<file path="config.mk">
export PLATFORM = sky130hd
export DESIGN_NAME = tolerant_run_length_encoder_core
export DESIGN_NICKNAME = d
export VERILOG_FILES = /design/src/design/trle_pkg.sv /design/src/design/tolerant_run_length_encoder_core.sv /design/src/design/trle_store.sv /design/src/design/trle_rem.sv
export SDC_FILE = /design/constraint.sdc
export NUM_CORES = 1
export LEC_CHECK = 0
export BUFFER_PORTS_ARGS = -buffer_cell sky130_fd_sc_hd__buf_2
export CORE_ASPECT_RATIO = 2
export CORE_MARGIN = 2
export CORE_UTILIZATION = 40
export CTS_BUF_LIST = sky130_fd_sc_hd__clkbuf_2 sky130_fd_sc_hd__clkbuf_4 sky130_fd_sc_hd__clkbuf_8
export DETAILED_ROUTE_END_ITERATION = 12
export GPL_ROUTABILITY_DRIVEN = 0
export PLACE_DENSITY = 0.54
export SLEW_MARGIN = 30
export SYNTH_ARGS = -nofsm -noshare
export SYNTH_HDL_FRONTEND = slang
export SYNTH_SLANG_ARGS = --single-unit
</file>
<file path="constraint.sdc">
create_clock -name i_clk -period 5.89 [get_ports i_clk]
set_input_delay 0.2945 -clock i_clk [delete_from_list [all_inputs] [get_ports i_clk]]
set_output_delay 0.2945 -clock i_clk [all_outputs]
set_load 0.05 [all_outputs]
</file>
<file path="src/design/trle_pkg.sv">
`timescale 1ns / 1ps
// ============================================================================
// trle_pkg : shared types and constants of the tolerant run-length encoder
// Holds field widths, register indexes, reset values and the run-entry type.
// ============================================================================
package trle_pkg;

    localparam int SAMPLE_W  = 16;
    localparam int COUNT_W   = 16;
    localparam int TIME_W    = 32;
    localparam int MAXRUNS_W = 5;
    localparam int CFG_AW    = 2;
    localparam int CFG_DW    = 32;
    localparam int REM_STEPS = SAMPLE_W;
    localparam int STEP_W    = $clog2(REM_STEPS);

    // configuration register indexes
    localparam logic [CFG_AW-1:0] CFG_INTERVAL   = 2'd0;
    localparam logic [CFG_AW-1:0] CFG_RELATIVE   = 2'd1;
    localparam logic [CFG_AW-1:0] CFG_MAX_RUNS   = 2'd2;
    localparam logic [CFG_AW-1:0] CFG_ALIVE_TIME = 2'd3;

    // register reset values
    localparam logic [SAMPLE_W-1:0]  RST_INTERVAL   = 16'd1;
    localparam logic [MAXRUNS_W-1:0] RST_MAX_RUNS   = 5'd16;
    localparam logic [TIME_W-1:0]    RST_ALIVE_TIME = 32'hFFFF_FFFF;

    localparam logic [COUNT_W-1:0] COUNT_MAX = 16'hFFFF;

    // one stored run; value sits in the low half
    typedef struct packed {
        logic [COUNT_W-1:0]  count;
        logic [SAMPLE_W-1:0] value;
    } t_run_entry;

    // status of the iterative remainder unit
    typedef struct packed {
        logic busy;
        logic done;
    } t_rem_stat;

endpackage

</file>
<file path="src/design/tolerant_run_length_encoder_core.sv">
`timescale 1ns / 1ps
// ============================================================================
// tolerant_run_length_encoder_core : lossy run-length encoder, top level
// Groups slow sensor samples into runs and flushes them on age or on count.
// ============================================================================
// One input word carries a sample and a millisecond timestamp; the block
// accepts one word at a time and is ready again once that word is done.
// A word that causes no flush passes through the remainder unit in bucket mode
// (one quotient bit a cycle) and skips it in relative mode. A flush reads the
// stored runs one by one through the single read port of the run store, or
// emits a single zero pair for an empty store, and it holds whenever the
// output side stalls. Results leave through an
// output register, so a new word may be taken while the last result waits.
// The run store needs no clearing pass: only entries below the run total
// are ever read. Configuration writes land at once and belong in idle time.
// ============================================================================
module tolerant_run_length_encoder_core #(
    parameter int RUN_DEPTH = 16
) (
    input  logic                          i_clk,
    input  logic                          i_rst_n,
    // slave side; tdata: sample [15:0], now_ms [47:16]
    input  logic                          i_s_tvalid,
    output logic                          o_s_tready,
    input  logic [47:0]                   i_s_tdata,
    // master side; tdata: run_value [15:0], run_count [31:16]
    output logic                          o_m_tvalid,
    input  logic                          i_m_tready,
    output logic [31:0]                   o_m_tdata,
    output logic                          o_m_tlast,
    // configuration write port
    input  logic                          i_cfg_we,
    input  logic [trle_pkg::CFG_AW-1:0]   i_cfg_addr,
    input  logic [trle_pkg::CFG_DW-1:0]   i_cfg_wdata
);
    import trle_pkg::*;

    localparam int AW = $clog2(RUN_DEPTH);
    localparam int TW = $clog2(RUN_DEPTH + 1);
    localparam int CW = (TW > MAXRUNS_W) ? TW : MAXRUNS_W;

    localparam logic [2:0] S_IDLE     = 3'd0;
    localparam logic [2:0] S_CHECK    = 3'd1;
    localparam logic [2:0] S_FLUSH_RD = 3'd2;
    localparam logic [2:0] S_FLUSH_WR = 3'd3;
    localparam logic [2:0] S_PREP     = 3'd4;
    localparam logic [2:0] S_DIV      = 3'd5;
    localparam logic [2:0] S_JOIN     = 3'd6;
    localparam logic [2:0] S_UPD      = 3'd7;

    // configuration registers
    logic [SAMPLE_W-1:0]  r_interval;
    logic                 r_relative;
    logic [MAXRUNS_W-1:0] r_max_runs;
    logic [TIME_W-1:0]    r_alive;

    // control state
    logic [2:0]           r_state;
    logic [TW-1:0]        r_total;
    logic [TIME_W-1:0]    r_flush_time;
    logic [AW-1:0]        r_k;
    logic                 r_post;
    logic                 r_join;

    // item payload
    logic [SAMPLE_W-1:0]  r_sample;
    logic [TIME_W-1:0]    r_now;

    // output register
    logic                 r_out_valid;
    t_run_entry           r_out_data;
    logic                 r_out_last;

    // store and remainder unit
    logic                 w_we;
    logic [AW-1:0]        w_waddr;
    t_run_entry           w_wdata;
    logic                 w_re;
    logic [AW-1:0]        w_raddr;
    t_run_entry           w_rdata;
    logic                 w_rem_start;
    logic [SAMPLE_W-1:0]  w_rem;
    t_rem_stat            w_rem_stat;

    // combinational helpers
    logic                 w_slot_free;
    logic                 w_out_load;
    logic [TIME_W-1:0]    w_elapsed;
    logic [SAMPLE_W-1:0]  w_iv_eff;
    logic [CW-1:0]        w_lim;
    logic [SAMPLE_W:0]    w_rel_hi;
    logic [SAMPLE_W:0]    w_rel_lo_s;
    logic [SAMPLE_W-1:0]  w_bkt_lo;
    logic [SAMPLE_W:0]    w_bkt_hi;
    logic                 w_join;
    logic [TW-1:0]        w_last_idx;
    logic                 w_fl_last;
    logic [TW-1:0]        w_new_total;

    trle_store #(
        .DEPTH (RUN_DEPTH),
        .AW    (AW)
    ) u_store (
        .i_clk   (i_clk),
        .i_we    (w_we),
        .i_waddr (w_waddr),
        .i_wdata (w_wdata),
        .i_re    (w_re),
        .i_raddr (w_raddr),
        .o_rdata (w_rdata)
    );

    trle_rem u_rem (
        .i_clk      (i_clk),
        .i_rst_n    (i_rst_n),
        .i_start    (w_rem_start),
        .i_dividend (r_sample),
        .i_divisor  (w_iv_eff),
        .o_rem      (w_rem),
        .o_stat     (w_rem_stat)
    );

    assign o_s_tready  = (r_state == S_IDLE);
    assign o_m_tvalid  = r_out_valid;
    assign o_m_tdata   = r_out_data;
    assign o_m_tlast   = r_out_last;
    assign w_slot_free = !r_out_valid || i_m_tready;

    // a new result enters the output register this cycle
    assign w_out_load  = w_slot_free &&
                         (((r_state == S_FLUSH_RD) && (r_total == '0)) ||
                          (r_state == S_FLUSH_WR));

    // effective run limit: max_runs clamped to 1..RUN_DEPTH
    always_comb begin
        if (r_max_runs == '0) begin
            w_lim = CW'(1);
        end else if (CW'(r_max_runs) > CW'(RUN_DEPTH)) begin
            w_lim = CW'(RUN_DEPTH);
        end else begin
            w_lim = CW'(r_max_runs);
        end
    end

    assign w_elapsed  = r_now - r_flush_time;
    assign w_iv_eff   = (r_interval == '0) ? SAMPLE_W'(1) : r_interval;
    assign w_last_idx = r_total - TW'(1);

    // run membership: the last run's value is in w_rdata. In bucket mode
    // sample - rem is the bucket base, so the run joins when its value lies
    // in [base, base + interval - 1]; this avoids a second division.
    always_comb begin
        w_rel_hi   = {1'b0, w_rdata.value} + {1'b0, r_interval};
        w_rel_lo_s = {1'b0, r_sample} + {1'b0, r_interval};
        w_bkt_lo   = r_sample - w_rem;
        w_bkt_hi   = {1'b0, w_bkt_lo} + {1'b0, w_iv_eff} - (SAMPLE_W+1)'(1);
        if (r_relative) begin
            w_join = (w_rel_hi >= {1'b0, r_sample}) &&
                     ({1'b0, w_rdata.value} <= w_rel_lo_s);
        end else begin
            w_join = (w_rdata.value >= w_bkt_lo) &&
                     ({1'b0, w_rdata.value} <= w_bkt_hi);
        end
    end

    assign w_fl_last   = (TW'(r_k) + TW'(1)) == r_total;
    assign w_new_total = (!r_join && (r_total < TW'(RUN_DEPTH))) ?
                         r_total + TW'(1) : r_total;

    // store accesses. A write lands in S_UPD and the earliest read after it
    // is issued in S_FLUSH_RD or a later state, so no forwarding is needed.
    always_comb begin
        w_we        = 1'b0;
        w_waddr     = r_total[AW-1:0];
        w_wdata     = '0;
        w_re        = 1'b0;
        w_raddr     = r_k;
        w_rem_start = 1'b0;
        case (r_state)
            S_FLUSH_RD: begin
                w_re    = (r_total != '0);
                w_raddr = r_k;
            end
            S_PREP: begin
                w_re        = (r_total != '0);
                w_raddr     = w_last_idx[AW-1:0];
                w_rem_start = !r_relative;
            end
            S_UPD: begin
                if (r_join) begin
                    w_we          = 1'b1;
                    w_waddr       = w_last_idx[AW-1:0];
                    w_wdata.value = w_rdata.value;
                    w_wdata.count = (w_rdata.count == COUNT_MAX) ?
                                    w_rdata.count : w_rdata.count + COUNT_W'(1);
                end else if (r_total < TW'(RUN_DEPTH)) begin
                    w_we          = 1'b1;
                    w_waddr       = r_total[AW-1:0];
                    w_wdata.value = r_sample;
                    w_wdata.count = COUNT_W'(1);
                end
            end
            default: begin
            end
        endcase
    end

    // configuration
    always_ff @(posedge i_clk) begin
        if (!i_rst_n) begin
            r_interval <= RST_INTERVAL;
            r_relative <= 1'b0;
            r_max_runs <= RST_MAX_RUNS;
            r_alive    <= RST_ALIVE_TIME;
        end else if (i_cfg_we) begin
            case (i_cfg_addr)
                CFG_INTERVAL:   r_interval <= i_cfg_wdata[SAMPLE_W-1:0];
                CFG_RELATIVE:   r_relative <= i_cfg_wdata[0];
                CFG_MAX_RUNS:   r_max_runs <= i_cfg_wdata[MAXRUNS_W-1:0];
                CFG_ALIVE_TIME: r_alive    <= i_cfg_wdata[TIME_W-1:0];
                default: begin
                end
            endcase
        end
    end

    // latch the accepted word
    always_ff @(posedge i_clk) begin
        if (o_s_tready && i_s_tvalid) begin
            r_sample <= i_s_tdata[SAMPLE_W-1:0];
            r_now    <= i_s_tdata[SAMPLE_W +: TIME_W];
        end
    end

    // sequencer
    always_ff @(posedge i_clk) begin
        if (!i_rst_n) begin
            r_state      <= S_IDLE;
            r_total      <= '0;
            r_flush_time <= '0;
            r_k          <= '0;
            r_post       <= 1'b0;
            r_join       <= 1'b0;
            r_out_valid  <= 1'b0;
        end else begin
            if (r_out_valid && i_m_tready && !w_out_load) begin
                r_out_valid <= 1'b0;
            end
            case (r_state)
                S_IDLE: begin
                    if (i_s_tvalid) begin
                        r_state <= S_CHECK;
                    end
                end
                S_CHECK: begin
                    // flush on age before the sample is placed
                    r_k    <= '0;
                    r_post <= 1'b0;
                    if (w_elapsed > r_alive) begin
                        r_state <= S_FLUSH_RD;
                    end else begin
                        r_state <= S_PREP;
                    end
                end
                S_FLUSH_RD: begin
                    if (r_total != '0) begin
                        r_state <= S_FLUSH_WR;
                    end else if (w_slot_free) begin
                        // empty store: emit a single zero pair
                        r_out_valid      <= 1'b1;
                        r_out_data       <= '0;
                        r_out_last       <= 1'b1;
                        r_total          <= '0;
                        r_flush_time     <= r_now;
                        r_state          <= r_post ? S_IDLE : S_PREP;
                    end
                end
                S_FLUSH_WR: begin
                    if (w_slot_free) begin
                        r_out_valid <= 1'b1;
                        r_out_data  <= w_rdata;
                        r_out_last  <= w_fl_last;
                        if (w_fl_last) begin
                            r_total      <= '0;
                            r_flush_time <= r_now;
                            r_state      <= r_post ? S_IDLE : S_PREP;
                        end else begin
                            r_k     <= r_k + AW'(1);
                            r_state <= S_FLUSH_RD;
                        end
                    end
                end
                S_PREP: begin
                    r_state <= S_DIV;
                end
                S_DIV: begin
                    if (r_relative || w_rem_stat.done) begin
                        r_state <= S_JOIN;
                    end
                end
                S_JOIN: begin
                    r_join  <= (r_total != '0) && w_join;
                    r_state <= S_UPD;
                end
                S_UPD: begin
                    r_total <= w_new_total;
                    if (CW'(w_new_total) >= w_lim) begin
                        r_k     <= '0;
                        r_post  <= 1'b1;
                        r_state <= S_FLUSH_RD;
                    end else begin
                        r_state <= S_IDLE;
                    end
                end
                default: begin
                    r_state <= S_IDLE;
                end
            endcase
        end
    end

    // the store never holds a full set of runs between words
    a_idle_total: assert property (@(posedge i_clk) disable iff (!i_rst_n)
        (r_state == S_IDLE) |-> (r_total < TW'(RUN_DEPTH)))
        else $error("run total at depth while idle");

    // loading the final word of a flush empties the store
    a_flush_clears: assert property (@(posedge i_clk) disable iff (!i_rst_n)
        ((r_state == S_FLUSH_WR) && w_slot_free && w_fl_last) |=> (r_total == '0))
        else $error("store not cleared after flush");

    // the remainder unit only runs and finishes while the sequencer waits on it
    a_rem_done: assert property (@(posedge i_clk) disable iff (!i_rst_n)
        (w_rem_stat.busy || w_rem_stat.done) |-> (r_state == S_DIV))
        else $error("remainder active outside its wait state");

    // a result is never overwritten while it waits
    a_out_hold: assert property (@(posedge i_clk) disable iff (!i_rst_n)
        (o_m_tvalid && !i_m_tready) |=> (o_m_tvalid && $stable(o_m_tdata)))
        else $error("pending result lost");

endmodule

</file>
<file path="src/design/trle_store.sv">
`timescale 1ns / 1ps
// ============================================================================
// trle_store : run store memory
// One write port and one read port, read data registered.
// ============================================================================
module trle_store #(
    parameter int DEPTH = 16,
    parameter int AW    = $clog2(DEPTH)
) (
    input  logic                  i_clk,
    input  logic                  i_we,
    input  logic [AW-1:0]         i_waddr,
    input  trle_pkg::t_run_entry  i_wdata,
    input  logic                  i_re,
    input  logic [AW-1:0]         i_raddr,
    output trle_pkg::t_run_entry  o_rdata
);
    import trle_pkg::*;

    t_run_entry r_mem [DEPTH];
    t_run_entry r_rdata;

    always_ff @(posedge i_clk) begin
        if (i_we) begin
            r_mem[i_waddr] <= i_wdata;
        end
    end

    // hold read data until the next read
    always_ff @(posedge i_clk) begin
        if (i_re) begin
            r_rdata <= r_mem[i_raddr];
        end
    end

    assign o_rdata = r_rdata;

endmodule

</file>
<file path="src/design/trle_rem.sv">
`timescale 1ns / 1ps
// ============================================================================
// trle_rem : iterative remainder unit
// Restoring division, one quotient bit a cycle; only the remainder is kept.
// ============================================================================
module trle_rem (
    input  logic                          i_clk,
    input  logic                          i_rst_n,
    input  logic                          i_start,
    input  logic [trle_pkg::SAMPLE_W-1:0] i_dividend,
    input  logic [trle_pkg::SAMPLE_W-1:0] i_divisor,
    output logic [trle_pkg::SAMPLE_W-1:0] o_rem,
    output trle_pkg::t_rem_stat           o_stat
);
    import trle_pkg::*;

    logic [SAMPLE_W-1:0] r_rem, n_rem;
    logic [SAMPLE_W-1:0] r_shf;
    logic [SAMPLE_W-1:0] r_div;
    logic [STEP_W-1:0]   r_cnt;
    logic                r_busy;
    logic                r_done;
    logic [SAMPLE_W:0]   w_trial;
    logic [SAMPLE_W:0]   w_diff;

    always_comb begin
        w_trial = {r_rem, r_shf[SAMPLE_W-1]};
        w_diff  = w_trial - {1'b0, r_div};
        if (w_trial >= {1'b0, r_div}) begin
            n_rem = w_diff[SAMPLE_W-1:0];
        end else begin
            n_rem = w_trial[SAMPLE_W-1:0];
        end
    end

    always_ff @(posedge i_clk) begin
        if (!i_rst_n) begin
            r_busy <= 1'b0;
            r_done <= 1'b0;
            r_cnt  <= '0;
        end else begin
            r_done <= 1'b0;
            if (i_start) begin
                r_busy <= 1'b1;
                r_cnt  <= '0;
            end else if (r_busy) begin
                r_cnt <= r_cnt + STEP_W'(1);
                if (r_cnt == STEP_W'(REM_STEPS - 1)) begin
                    r_busy <= 1'b0;
                    r_done <= 1'b1;
                end
            end
        end
    end

    always_ff @(posedge i_clk) begin
        if (i_start) begin
            r_rem <= '0;
            r_shf <= i_dividend;
            r_div <= i_divisor;
        end else if (r_busy) begin
            r_rem <= n_rem;
            r_shf <= {r_shf[SAMPLE_W-2:0], 1'b0};
        end
    end

    assign o_rem       = r_rem;
    assign o_stat.busy = r_busy;
    assign o_stat.done = r_done;

endmodule

</file>
---- Yosys cells after proc, flatten, opt, wreduce, memory -nomap -nowiden ----
Memory sizes are Yosys's and may differ from the RTL's. A register that Yosys moved wholly into a read port is not among the register bits.
Index checks and enable logic that the tools add are counted.
word-level totals
  flip-flop bits (word level) ............. 236
  memory bits (writable) .................. 512
  input port bits ......................... 87
  output and inout bits ................... 35
  word-level logic and storage cells ...... 173
  memories kept ........................... 1
operators by class
  add/sub/neg operators ................... 13
  order comparisons ....................... 9
  equality and inequality tests ........... 22
  muxes and demuxes ....................... 64
  bitwise logic cells ..................... 2
  reductions and logical operators ........ 40
memory list
  name           depth  width  rd ports  clocked after Yosys merged registers in  write ports  line              source
  u_store.r_mem  16     32     1         1                                        1            trle_store.sv:20  t_run_entry r_mem [DEPTH];
operators with widths
  operator                                                              number
  32-bit two-way mux                                                    9
  32-bit one-hot mux with 2 select lines                                2
  16-bit two-way mux                                                    5
  16-bit by 16-bit adder with 17-bit output                             3
  5-bit two-way mux                                                     7
  17-bit by 16-bit >= comparator with 1-bit output                      2
  16-bit by 17-bit less-or-equal comparator with 1-bit output           2
  32-bit > comparator                                                   1
  16-bit subtractor                                                     2
  32-bit subtractor                                                     1
  3-bit two-way mux                                                     8
  4-bit two-way mux                                                     6
  3-bit one-hot mux with 8 select lines                                 1
  1-bit two-way mux                                                     19
  17-bit two-way mux                                                    1
  17-bit by 1-bit subtractor with 17-bit output, second input constant  1
  16-bit by 1-bit adder with 16-bit output, second input constant       1
  16-bit equality test, second input constant                           1
  16-bit >= comparator                                                  1
  16-bit logical NOT                                                    1
  2-bit != test, second input constant                                  8
  5-bit one-hot mux with 3 select lines                                 1
  5-bit AND reduction                                                   3
  3-bit equality test, second input constant                            4
  other kinds (31)                                                      60

---- Depth between registers and ports, before layout ----
Gate-level depths: netlist (run 1).
  word-level depth ........................ 10
  depth in mapped cells ................... 31

---- Hierarchy ----
From an unflattened synthesis (run 1), not the netlist that was laid out.
second synthesis, totals
  cells, all modules ...................... 2819
  area total of the unflattened synthesis .. 37547.3 sq um
by module, submodules not included
  module                            times used  cells each  area an instance (sq um)
  trle_store                        1           838         20155.6
  tolerant_run_length_encoder_core  1           1690        14428.8
  trle_rem                          1           291         2962.8

---- Worst setup path after synthesis (run 1) ----
No wires, ideal clock.
  path kind ............................... register -> register
  start point ............................. register r_sample[0]
  end point ............................... register r_join
  arrival ................................. 5.061 ns
  required time ........................... 5.825 ns
  slack ................................... 0.764 ns
  cell stages (with the launch flop) ...... 31
  period minus slack after synthesis ...... 5.126 ns
  cell sequence ........................... edfxtp_1 > inv_1 > ha_1 > inv_1 > fa_1 > inv_1 > ha_1 > inv_1 > ha_1 > fa_1 > a21o_1 > a21oi_1 > o21bai_1 > a21oi_1 > o21bai_1 > a211oi_1 > o21ai_1 > a31o_1 > a21oi_1 > xor2_1 > ha_1 > nand4_1 > nor4_1 > a21oi_1 > nor2b_1 > a21o_1 > nand3_1 > nand2_1 > o21ai_1 > nand2_1 > nor2_1
on the way
  longest elaborated chain between the ends .. 7
  elaborated cells on any way between the ends .. 12
  those cells by class .................... 4 x add/sub; 4 x order compare; 1 x mux; 3 x reduce/logical
RTL lines
  element                                                      line                                     source
  start: declaration                                           tolerant_run_length_encoder_core.sv:66   logic [SAMPLE_W-1:0] r_sample;
  start signal: assignment                                     tolerant_run_length_encoder_core.sv:230  r_sample <= i_s_tdata[SAMPLE_W-1:0];
  16-bit subtractor                                            tolerant_run_length_encoder_core.sv:155  w_bkt_lo = r_sample - w_rem;
  16-bit by 16-bit adder with 17-bit output                    tolerant_run_length_encoder_core.sv:156  w_bkt_hi = {1'b0, w_bkt_lo} + {1'b0, w_iv_eff} - (SAMPLE_W+1)'(1);
  17-bit by 1-bit subtractor with 17-bit output                tolerant_run_length_encoder_core.sv:156
  16-bit by 17-bit less-or-equal comparator with 1-bit output  tolerant_run_length_encoder_core.sv:162  ({1'b0, w_rdata.value} <= w_bkt_hi);
  1-bit logical AND                                            tolerant_run_length_encoder_core.sv:161  w_join = (w_rdata.value >= w_bkt_lo) &&
  1-bit two-way mux *                                          tolerant_run_length_encoder_core.sv:157  if (r_relative) begin
  1-bit logical AND *                                          tolerant_run_length_encoder_core.sv:302  r_join <= (r_total != '0) && w_join;
  end signal: assignment                                       tolerant_run_length_encoder_core.sv:302
  end: declaration                                             tolerant_run_length_encoder_core.sv:63   logic r_join;
Every way passes the cells marked *; elsewhere a longest branch is shown, timed or not.
A chain may end at the register's enable or synchronous reset.

---- Final worst setup path (run 1) ----
Same ends and word-level chain as after synthesis.

==> load_flow_metrics.sql, run 1 <==
INSERT INTO impl_metrics (metric_group, metric, value, unit) VALUES
('status', 'status', 'completed', ''),
('power_and_ir_drop', 'ir_drop', '0.361', 'mV'),
('routing', 'drt_wl_total', '98.3', 'mm'),
('logic_synthesis', 'postSynthRegisterBits', '780', ''),
('global_route', 'grt_antenna_before_repair', '2', ''),
('setup_path', 'worstPathRequired', '6.60', 'ns'),
('die', 'die_y', '437', 'um'),
('logic_synthesis', 'synth_warnings', '0', ''),
('global_route', 'grt_pass1_vias', '24504', ''),
('setup_path', 'worst_setup_path_endpoint', 'r_join', ''),
('routing', 'first_iter_violations', '1691', ''),
('routing', 'vias', '24067', ''),
('timing', 'tns', '0', 'ns'),
('die', 'core', '93500', 'um^2'),
('timing', 'timing.final.crit_share', '93.2', '%'),
('logic_synthesis', 'synthesis.instances', '2867', ''),
('timing', 'finalWorstPathRequiredPeriod', '5.49', 'ns'),
('global_route', 'wire_length_of_the_first_global_routing_pass', '148', 'mm'),
('timing', 'hold_viol', '0', ''),
('timing', 'max_clock_skew', '0.0366', 'ns'),
('clock_network', 'number_of_clock_buffers_inserted_by_tritoncts', '112', ''),
('layout', 'num-fill-cells', '8490', ''),
('logic_synthesis', 'yosysUniqueCellTypes', '74', ''),
('setup_path', 'timing.critical_path.to_type', 'register', ''),
('timing', 'tightestPinTransition', '0.979', 'ns'),
('routing', 'avgViaCountPerCell', '5.41', ''),
('min_path', 'hold_class', 'input pin to register', ''),
('timing', 'max_slew_margin', '34.5', '%'),
('logic_synthesis', 'synthesis.area_per_instance', '13.1', 'um^2'),
('power_and_ir_drop', 'total_leakage_power', '15.7', 'nW'),
('setup_path', 'start_kind', 'register', ''),
('clock_network', 'clock_tree.htree_level_count', '3', ''),
('clock_network', 'numClockSinks', '780', ''),
('setup_path', 'rrSetupSlack', '0.40', 'ns'),
('clock_network', 'clock_tree.buffer_depth', '3', ''),
('global_route', 'grt.overflow.total', '0', ''),
('clock_network', 'cts_tree', 'built', ''),
('setup_path', 'critPathLaunch', 'r_sample[0]', ''),
('timing', 'final.setup.worst_slack', '0.398', 'ns'),
('setup_path', 'path_class', 'register to register', ''),
('placed_design', 'dp_worst_setup_slack', '0.262', 'ns'),
('clock_network', 'cts-root-buf', 'sky130_fd_sc_hd__clkbuf_8', ''),
('logic_synthesis', 'synth_edf_count', '657', ''),
('global_route', 'grt_start_max_net_pins', '97', ''),
('logic_synthesis', 'synth-main-ff-cell', 'sky130_fd_sc_hd__edfxtp_1', ''),
('clock_network', 'clkSlewWorstSetupHoldPaths', '0.06', 'ns'),
('routing', 'drtPass1Iterations', '6', ''),
('die', 'floorplan.initialDensity', '40.2', '%'),
('die', 'floorplan.die.width', '221', 'um'),
('routing', 'route.detailed.drc', '0', ''),
('power_and_ir_drop', 'pwr_density_cell', '373', 'nW/um^2'),
('timing', 'setup_violations', '0', ''),
('power_and_ir_drop', 'fin_total_pwr', '16.2', 'mW'),
('layout', 'finalCoreUtilization', '46.4', '%'),
('layout', 'syn_to_final_growth', '15.6', '%'),
('timing', 'timing.fmax', '182', 'MHz'),
('setup_path', 'critical-path-max-stage-delay', '0.52', 'ns'),
('placed_design', 'hpwlAfterDp', '63.0', 'mm'),
('setup_path', 'ff2ff_path_depth', '30', ''),
('logic_synthesis', 'async_reset_ff_share', '0', '%'),
('setup_path', 'worstReg2RegEnd', 'r_join', ''),
('clock_network', 'clock_insertion_delay_worst_skew', '0.80', 'ns'),
('routing', 'wl_per_cell', '22.1', 'um'),
('flow_run', 'drv_cap', '0', ''),
('die', 'num_io_pins', '122', ''),
('logic_synthesis', 'synth_top_cell_by_area', 'sky130_fd_sc_hd__edfxtp_1', ''),
('setup_path', 'crit_fanout', '3', ''),
('setup_path', 'worst_endpoint_data_arrival_time', '6.20', 'ns'),
('placed_design', 'port_buffers', '121', ''),
('layout', 'layout-drive-gt1-share', '18.0', '%'),
('setup_path', 'reg2reg_from', 'r_sample[0]', ''),
('die', 'placement_rows', '159', ''),
('timing', 'timing_max_transition_violations_final', '0', ''),
('global_route', 'grtUsageTotal', '20.7', '%'),
('logic_synthesis', 'synthesis.nets', '3178', ''),
('die', 'fp.dieArea', '96600', 'um^2'),
('setup_path', 'critical_path.slowest_cell', 'sky130_fd_sc_hd__fa_2', ''),
('logic_synthesis', 'synth_top_cells_by_area', 'sky130_fd_sc_hd__edfxtp_1, sky130_fd_sc_hd__mux4_2, sky130_fd_sc_hd__ha_1', ''),
('routing', 'ant_nets', '0', ''),
('logic_synthesis', 'netlist_area', '37600', 'um^2'),
('layout', 'num-nets-final', '3461', ''),
('logic_synthesis', 'sequential_to_total_area_share_from_yosys_stat', '59.1', '%'),
('logic_synthesis', 'synth_top_area_share', '52.5', '%');
synthesized netlist by cell type (all sizes together) (41+ instances only):
library cell and instances:
a211oi 55, edfxtp 657, o211ai 46, nand2 239, o21ai 112, nand3 41
nor2b 58, xor2 52, clkbuf 90, inv 186, ha 218, dfxtp 123
a21oi 188, a21o 53, xnor2 70, mux2i 41, mux4 128, nor2 141
worst min-delay path by stage:
stage / from / to / slack, ns / cells after the start
after floorplan: i_s_tdata[16] / r_now[0] / 0.39 / 0
after global placement: r_flush_time[5] / r_flush_time[5] / 0.44 / 2
after detailed placement: r_flush_time[1] / r_flush_time[1] / 0.44 / 2
after CTS: i_rst_n / r_max_runs[4] / 0.004 / 3
after global routing: i_rst_n / r_interval[0] / 0.1 / 3
final: i_rst_n / r_max_runs[4] / 0.09 / 3
critical path: cells and delay by family (launching register included):
family	cells	cell delay, ns
AOI/OAI and AO/OA	12	1.95
xor gates and xnor gates	1	0.10
adders and majority gates	6	1.87
buffers and inverters	4	0.24
DFF	1	0.39
and+or+nand+nor	7	0.86
metrics by stage:
step / instances / instance area, um^2 / hold WS, ns
finish: 4451 / 43400 / 0.0873
global route: 4449 / 43400 / 0.0952
CTS: 4441 / 43300 / 0.00426
detailed placement: 4150 / 40100 / 0.443
global placement: 4146 / 40000 / 0.438
floorplan: 2867 / 37600 / 0.393
sequential cells by signal (all words and copies together) (netlist names), 3 cells and up:
| register | cells |
|---|---|
| o_m_tdata | 32 |
| r_alive | 32 |
| r_flush_time | 32 |
| r_interval | 16 |
| r_k | 4 |
| r_max_runs | 5 |
| r_now | 32 |
| r_sample | 16 |
| r_state | 3 |
| r_total | 5 |
| u_rem.o_rem | 16 |
| u_rem.r_cnt | 4 |
| u_rem.r_div | 16 |
| u_rem.r_shf | 16 |
| u_store.o_rdata | 32 |
| u_store.r_mem | 512 |
report_power, final:
part	leakage, nW	internal (mW)	total (mW)	switching [mW]
clock network	1.21	2.27	4.43	2.16
logic	7.83	2.47	5.55	3.08
registers	6.66	6.10	6.22	0.118
total	15.7	10.9	16.2	5.35
kinds of logic (layout without fill, tap and decap cells):
group	count (synthesis)	in the layout	synth area share (%)
DFF	780	780	59.1
other	0	4	0
buffers and inverters	310	683	3.18
muxes	169	169	8.76
adders and majority gates	224	224	7.58
and+or+nand+nor	677	677	8.62
xor gates and xnor gates	122	122	2.84
AOI/OAI and AO/OA	585	585	9.95
placed cells by master (no fill, tap or decap), types with 58 or more instances in the layout:
cell	n
sky130_fd_sc_hd__a21oi_1	182
sky130_fd_sc_hd__buf_2	121
sky130_fd_sc_hd__buf_4	74
sky130_fd_sc_hd__clkbuf_8	117
sky130_fd_sc_hd__dfxtp_1	123
sky130_fd_sc_hd__dlygate4sd3_1	87
sky130_fd_sc_hd__edfxtp_1	657
sky130_fd_sc_hd__ha_1	218
sky130_fd_sc_hd__inv_1	182
sky130_fd_sc_hd__mux4_2	128
sky130_fd_sc_hd__nand2_1	239
sky130_fd_sc_hd__nor2_1	117
sky130_fd_sc_hd__nor2b_1	58
sky130_fd_sc_hd__o21ai_0	74
sky130_fd_sc_hd__xnor2_1	70
layout make-up:
| type | count | area [um^2] | area share, % |
|---|---|---|---|
| antenna | 4 | 10.0 | 0.0231 |
| clock buffer | 155 | 1900 | 4.37 |
| clock inverter | 49 | 388 | 0.893 |
| inverter | 186 | 698 | 1.61 |
| multi-input combinational | 1777 | 14500 | 33.3 |
| sequential | 780 | 22200 | 51.1 |
| tap | 1207 | 1510 | 3.48 |
| timing repair buffer | 293 | 2270 | 5.23 |
per-layer routing:
layer | up-vias | wire length [um] | track usage, %
li1 | 11354 | - | -
met1 | 11969 | 43600 | 28.0
met2 | 598 | 47700 | 34.2
met3 | 146 | 4360 | 2.76
met4 | 0 | 2620 | 6.82
met5 | - | 0 | 0
what timing repair did:
item                                   4_1_cts  5_1_grt
hold buffers                                87        0
setup endpoints to repair                    0        1
buffers inserted                             0        4
gates resized for setup                      0       11
endpoints found under the hold margin      104        0
(Power assumes the default switching activity.)
==> run 2, diff against run 1 <==
--- a/config.mk
+++ b/config.mk
@@ -5,14 +5,16 @@
 export SDC_FILE = /design/constraint.sdc
 export NUM_CORES = 1
 export LEC_CHECK = 0
-export BUFFER_PORTS_ARGS = -buffer_cell sky130_fd_sc_hd__buf_2
+export CELL_PAD_IN_SITES_DETAIL_PLACEMENT = 0
+export CELL_PAD_IN_SITES_GLOBAL_PLACEMENT = 1
 export CORE_ASPECT_RATIO = 2
 export CORE_MARGIN = 2
 export CORE_UTILIZATION = 40
 export CTS_BUF_LIST = sky130_fd_sc_hd__clkbuf_2 sky130_fd_sc_hd__clkbuf_4 sky130_fd_sc_hd__clkbuf_8
 export DETAILED_ROUTE_END_ITERATION = 12
+export DONT_BUFFER_PORTS = 1
 export GPL_ROUTABILITY_DRIVEN = 0
-export PLACE_DENSITY = 0.54
+export PLACE_DENSITY = 0.62
 export SLEW_MARGIN = 30
 export SYNTH_ARGS = -nofsm -noshare
 export SYNTH_HDL_FRONTEND = slang
==> run 2 against run 1 <==
Sequential power hardly changed. Total power is 1.1% higher. Sequential share of layout area is 0.27 points higher. Non-clock buffer count is 104 lower. Critical path depth is 1 lower. Register-to-register slack better by 0.02 ns. Routed wire length is 0.40% higher. Critical endpoint unchanged. Clock-buffer cell count is 11 lower. Combinational power is 1% lower. Die area stayed put. Clock skew is 0.018 ns higher. Clock power is 5.2% higher.
==> load_flow_metrics.sql, run 2 (synthesis gave the netlist of run 1 again) <==
INSERT INTO impl_metrics (metric_group, metric, value, unit) VALUES
('status', 'status', 'completed', ''),
('timing', 'tightestPinTransition', '0.976', 'ns'),
('min_path', 'min_path_cells', '3', ''),
('routing', 'drt_wl_total', '98.7', 'mm'),
('timing', 'timing.final.crit_share', '92.8', '%'),
('die', 'floorplan.die.width', '221', 'um'),
('die', 'core', '93500', 'um^2'),
('routing', 'wl_per_cell', '22.7', 'um'),
('power_and_ir_drop', 'cell_internal_pwr', '11.0', 'mW'),
('clock_network', 'clock_tree.htree_level_count', '3', ''),
('timing', 'max_slew_margin', '34.8', '%'),
('timing', 'hold_viol', '0', ''),
('setup_path', 'worstReg2RegEnd', 'r_join', ''),
('min_path', 'timing.hold.worst.start', 'i_rst_n', ''),
('global_route', 'grt.overflow.total', '0', ''),
('timing', 'unrepaired_setup_endpoints_after_global_routing', 'no', ''),
('clock_network', 'numClockSinks', '780', ''),
('flow_run', 'drv_cap', '0', ''),
('min_path', 'hold_class', 'input pin to register', ''),
('setup_path', 'crit_fanout', '3', ''),
('setup_path', 'critical-path-max-stage-delay', '0.42', 'ns'),
('routing', 'vias', '23546', ''),
('die', 'num_io_pins', '122', ''),
('die', 'placement_rows', '159', ''),
('layout', 'num-nets-final', '3357', ''),
('global_route', 'grt_antenna_before_repair', '5', ''),
('placed_design', 'port_buffers', '0', ''),
('setup_path', 'reg2reg_from', 'r_sample[0]', ''),
('timing', 'setup_violations', '0', ''),
('die', 'die_y', '437', 'um'),
('power_and_ir_drop', 'fin_total_pwr', '16.4', 'mW'),
('setup_path', 'critical_path.slowest_cell', 'sky130_fd_sc_hd__fa_1', ''),
('clock_network', 'cts-root-buf', 'sky130_fd_sc_hd__clkbuf_8', ''),
('placed_design', 'dpl_cell_area', '39700', 'um^2'),
('power_and_ir_drop', 'total_leakage_power', '15.4', 'nW'),
('setup_path', 'worst_setup_path_endpoint', 'r_join', ''),
('setup_path', 'path_class', 'register to register', ''),
('timing', 'finalWorstPathRequiredPeriod', '5.47', 'ns'),
('die', 'floorplan.initialDensity', '40.2', '%'),
('layout', 'layout_common_cells', 'sky130_fd_sc_hd__edfxtp_1, sky130_fd_sc_hd__nand2_1, sky130_fd_sc_hd__ha_1', ''),
('setup_path', 'start_kind', 'register', ''),
('power_and_ir_drop', 'p_sw', '5.38', 'mW'),
('routing', 'ant_nets', '0', ''),
('clock_network', 'clock_insertion_delay_worst_skew', '0.83', 'ns'),
('power_and_ir_drop', 'comb_power_share', '33.4', '%'),
('clock_network', 'clkSlewWorstSetupHoldPaths', '0.08', 'ns'),
('layout', 'layout-drive-gt1-share', '15.0', '%'),
('routing', 'drtPass1Iterations', '5', ''),
('routing', 'first_iter_violations', '1572', ''),
('setup_path', 'timing.critical_path.to_type', 'register', ''),
('die', 'fp.dieArea', '96600', 'um^2'),
('power_and_ir_drop', 'power_switching_share', '32.8', '%'),
('power_and_ir_drop', 'ir_drop', '0.344', 'mV'),
('global_route', 'wire_length_of_the_first_global_routing_pass', '149', 'mm'),
('clock_network', 'cts_tree', 'built', ''),
('timing', 'tns', '0', 'ns'),
('layout', 'postLayoutCellArea', '43200', 'um^2'),
('setup_path', 'worstPathRequired', '6.66', 'ns'),
('timing', 'max_clock_skew', '0.0549', 'ns'),
('placed_design', 'hpwlAfterDp', '65.8', 'mm'),
('routing', 'route.detailed.drc', '0', ''),
('clock_network', 'number_of_clock_buffers_inserted_by_tritoncts', '112', ''),
('global_route', 'grt_start_max_net_pins', '97', ''),
('clock_network', 'clock_tree.buffer_depth', '3', ''),
('layout', 'max_flop_register', 'u_store.r_mem', ''),
('global_route', 'grtUsageTotal', '20.8', '%'),
('layout', 'syn_to_final_growth', '15.0', '%'),
('setup_path', 'worst_endpoint_data_arrival_time', '6.23', 'ns'),
('layout', 'mostFrequentLayoutCell', 'sky130_fd_sc_hd__edfxtp_1', ''),
('power_and_ir_drop', 'power.sequential.fraction', '38.1', '%'),
('setup_path', 'rrSetupSlack', '0.42', 'ns'),
('global_route', 'grt_pass1_vias', '23937', ''),
('routing', 'avgViaCountPerCell', '5.41', ''),
('power_and_ir_drop', 'pwr_density_cell', '379', 'nW/um^2'),
('timing', 'timing_max_transition_violations_final', '0', ''),
('setup_path', 'ff2ff_path_depth', '29', ''),
('layout', 'largest_register_ffs', '512', ''),
('setup_path', 'critPathLaunch', 'r_sample[0]', ''),
('power_and_ir_drop', 'p_clk_share', '28.4', '%'),
('timing', 'timing.fmax', '183', 'MHz');
-- run 2: cell count changes in the layout (fill, tap and decap cells not counted), moves of 7 or more --
cell / before / now
sky130_fd_sc_hd__buf_2: 121 / 0
sky130_fd_sc_hd__clkbuf_4: 38 / 26
sky130_fd_sc_hd__clkinv_1: 23 / 32
sky130_fd_sc_hd__buf_4: 74 / 81
-- run 2: worst max-delay path, delay by kind of cell (launching register included) --
kind,cells,cell delay (ns)
buffers and inverters,5,0.45
AND/OR/NAND/NOR,7,0.80
adder cells (fa/ha/maj),5,1.45
XOR/XNOR,1,0.24
AO/OA/AOI/OAI,11,2.08
flip-flops,1,0.39
-- run 2: repair_timing --
item                                    CTS  global route
endpoints found under the setup margin    0             2
hold buffers                             93             0
resized for setup                         0            12
buffers inserted                          0             2
endpoints found under the hold margin   112             0
-- run 2: final cells by class --
cell class | instances | area, um^2
Fill cell | 8419 | 50300
Sequential cell | 780 | 22200
Multi-Input combinational cell | 1777 | 14500
Timing Repair Buffer | 189 | 1890
Clock buffer | 144 | 1820
Tap cell | 1207 | 1510
Inverter | 186 | 698
Clock inverter | 67 | 603
Antenna cell | 3 | 7.51
-- run 2: per-stage QoR --
stage	hold slack [ns]	setup slack [ns]	utilization, %	cells
2_1_floorplan	0.393	0.764	-	2867
3_3_place_gp	0.393	0.260	42.3	4038
3_5_place_dp	0.393	0.322	42.5	4043
4_1_cts	0.00861	0.0132	46.1	4347
5_1_grt	0.0446	0.00518	46.2	4352
6_report	0.0734	0.422	46.2	4353
-- run 2: power groups by stage --
stage	clock network [mW]	registers (mW)	logic [mW]
global placement	0	6.36	5.28
global route	5.02	6.26	6.22
detailed placement	0	6.37	5.29
finish	4.66	6.25	5.48
floorplan	0	6.31	4.13
CTS	4.80	6.25	5.40
-- run 2: per-layer routing --
metal | track usage, % | up-vias | wire (um)
li1 | - | 11166 | -
met1 | 28.7 | 11669 | 44600
met2 | 33.3 | 579 | 46400
met3 | 3.96 | 130 | 5120
met4 | 6.12 | 2 | 2540
met5 | 0 | - | 13
-- run 2: worst min path at each step --
stage	end	slack, ns
floorplan	r_now[0]	0.39
global placement	r_now[5]	0.39
detailed placement	r_now[13]	0.39
CTS	r_now[5]	0.009
global route	r_now[14]	0.04
finish	r_k[1]	0.07
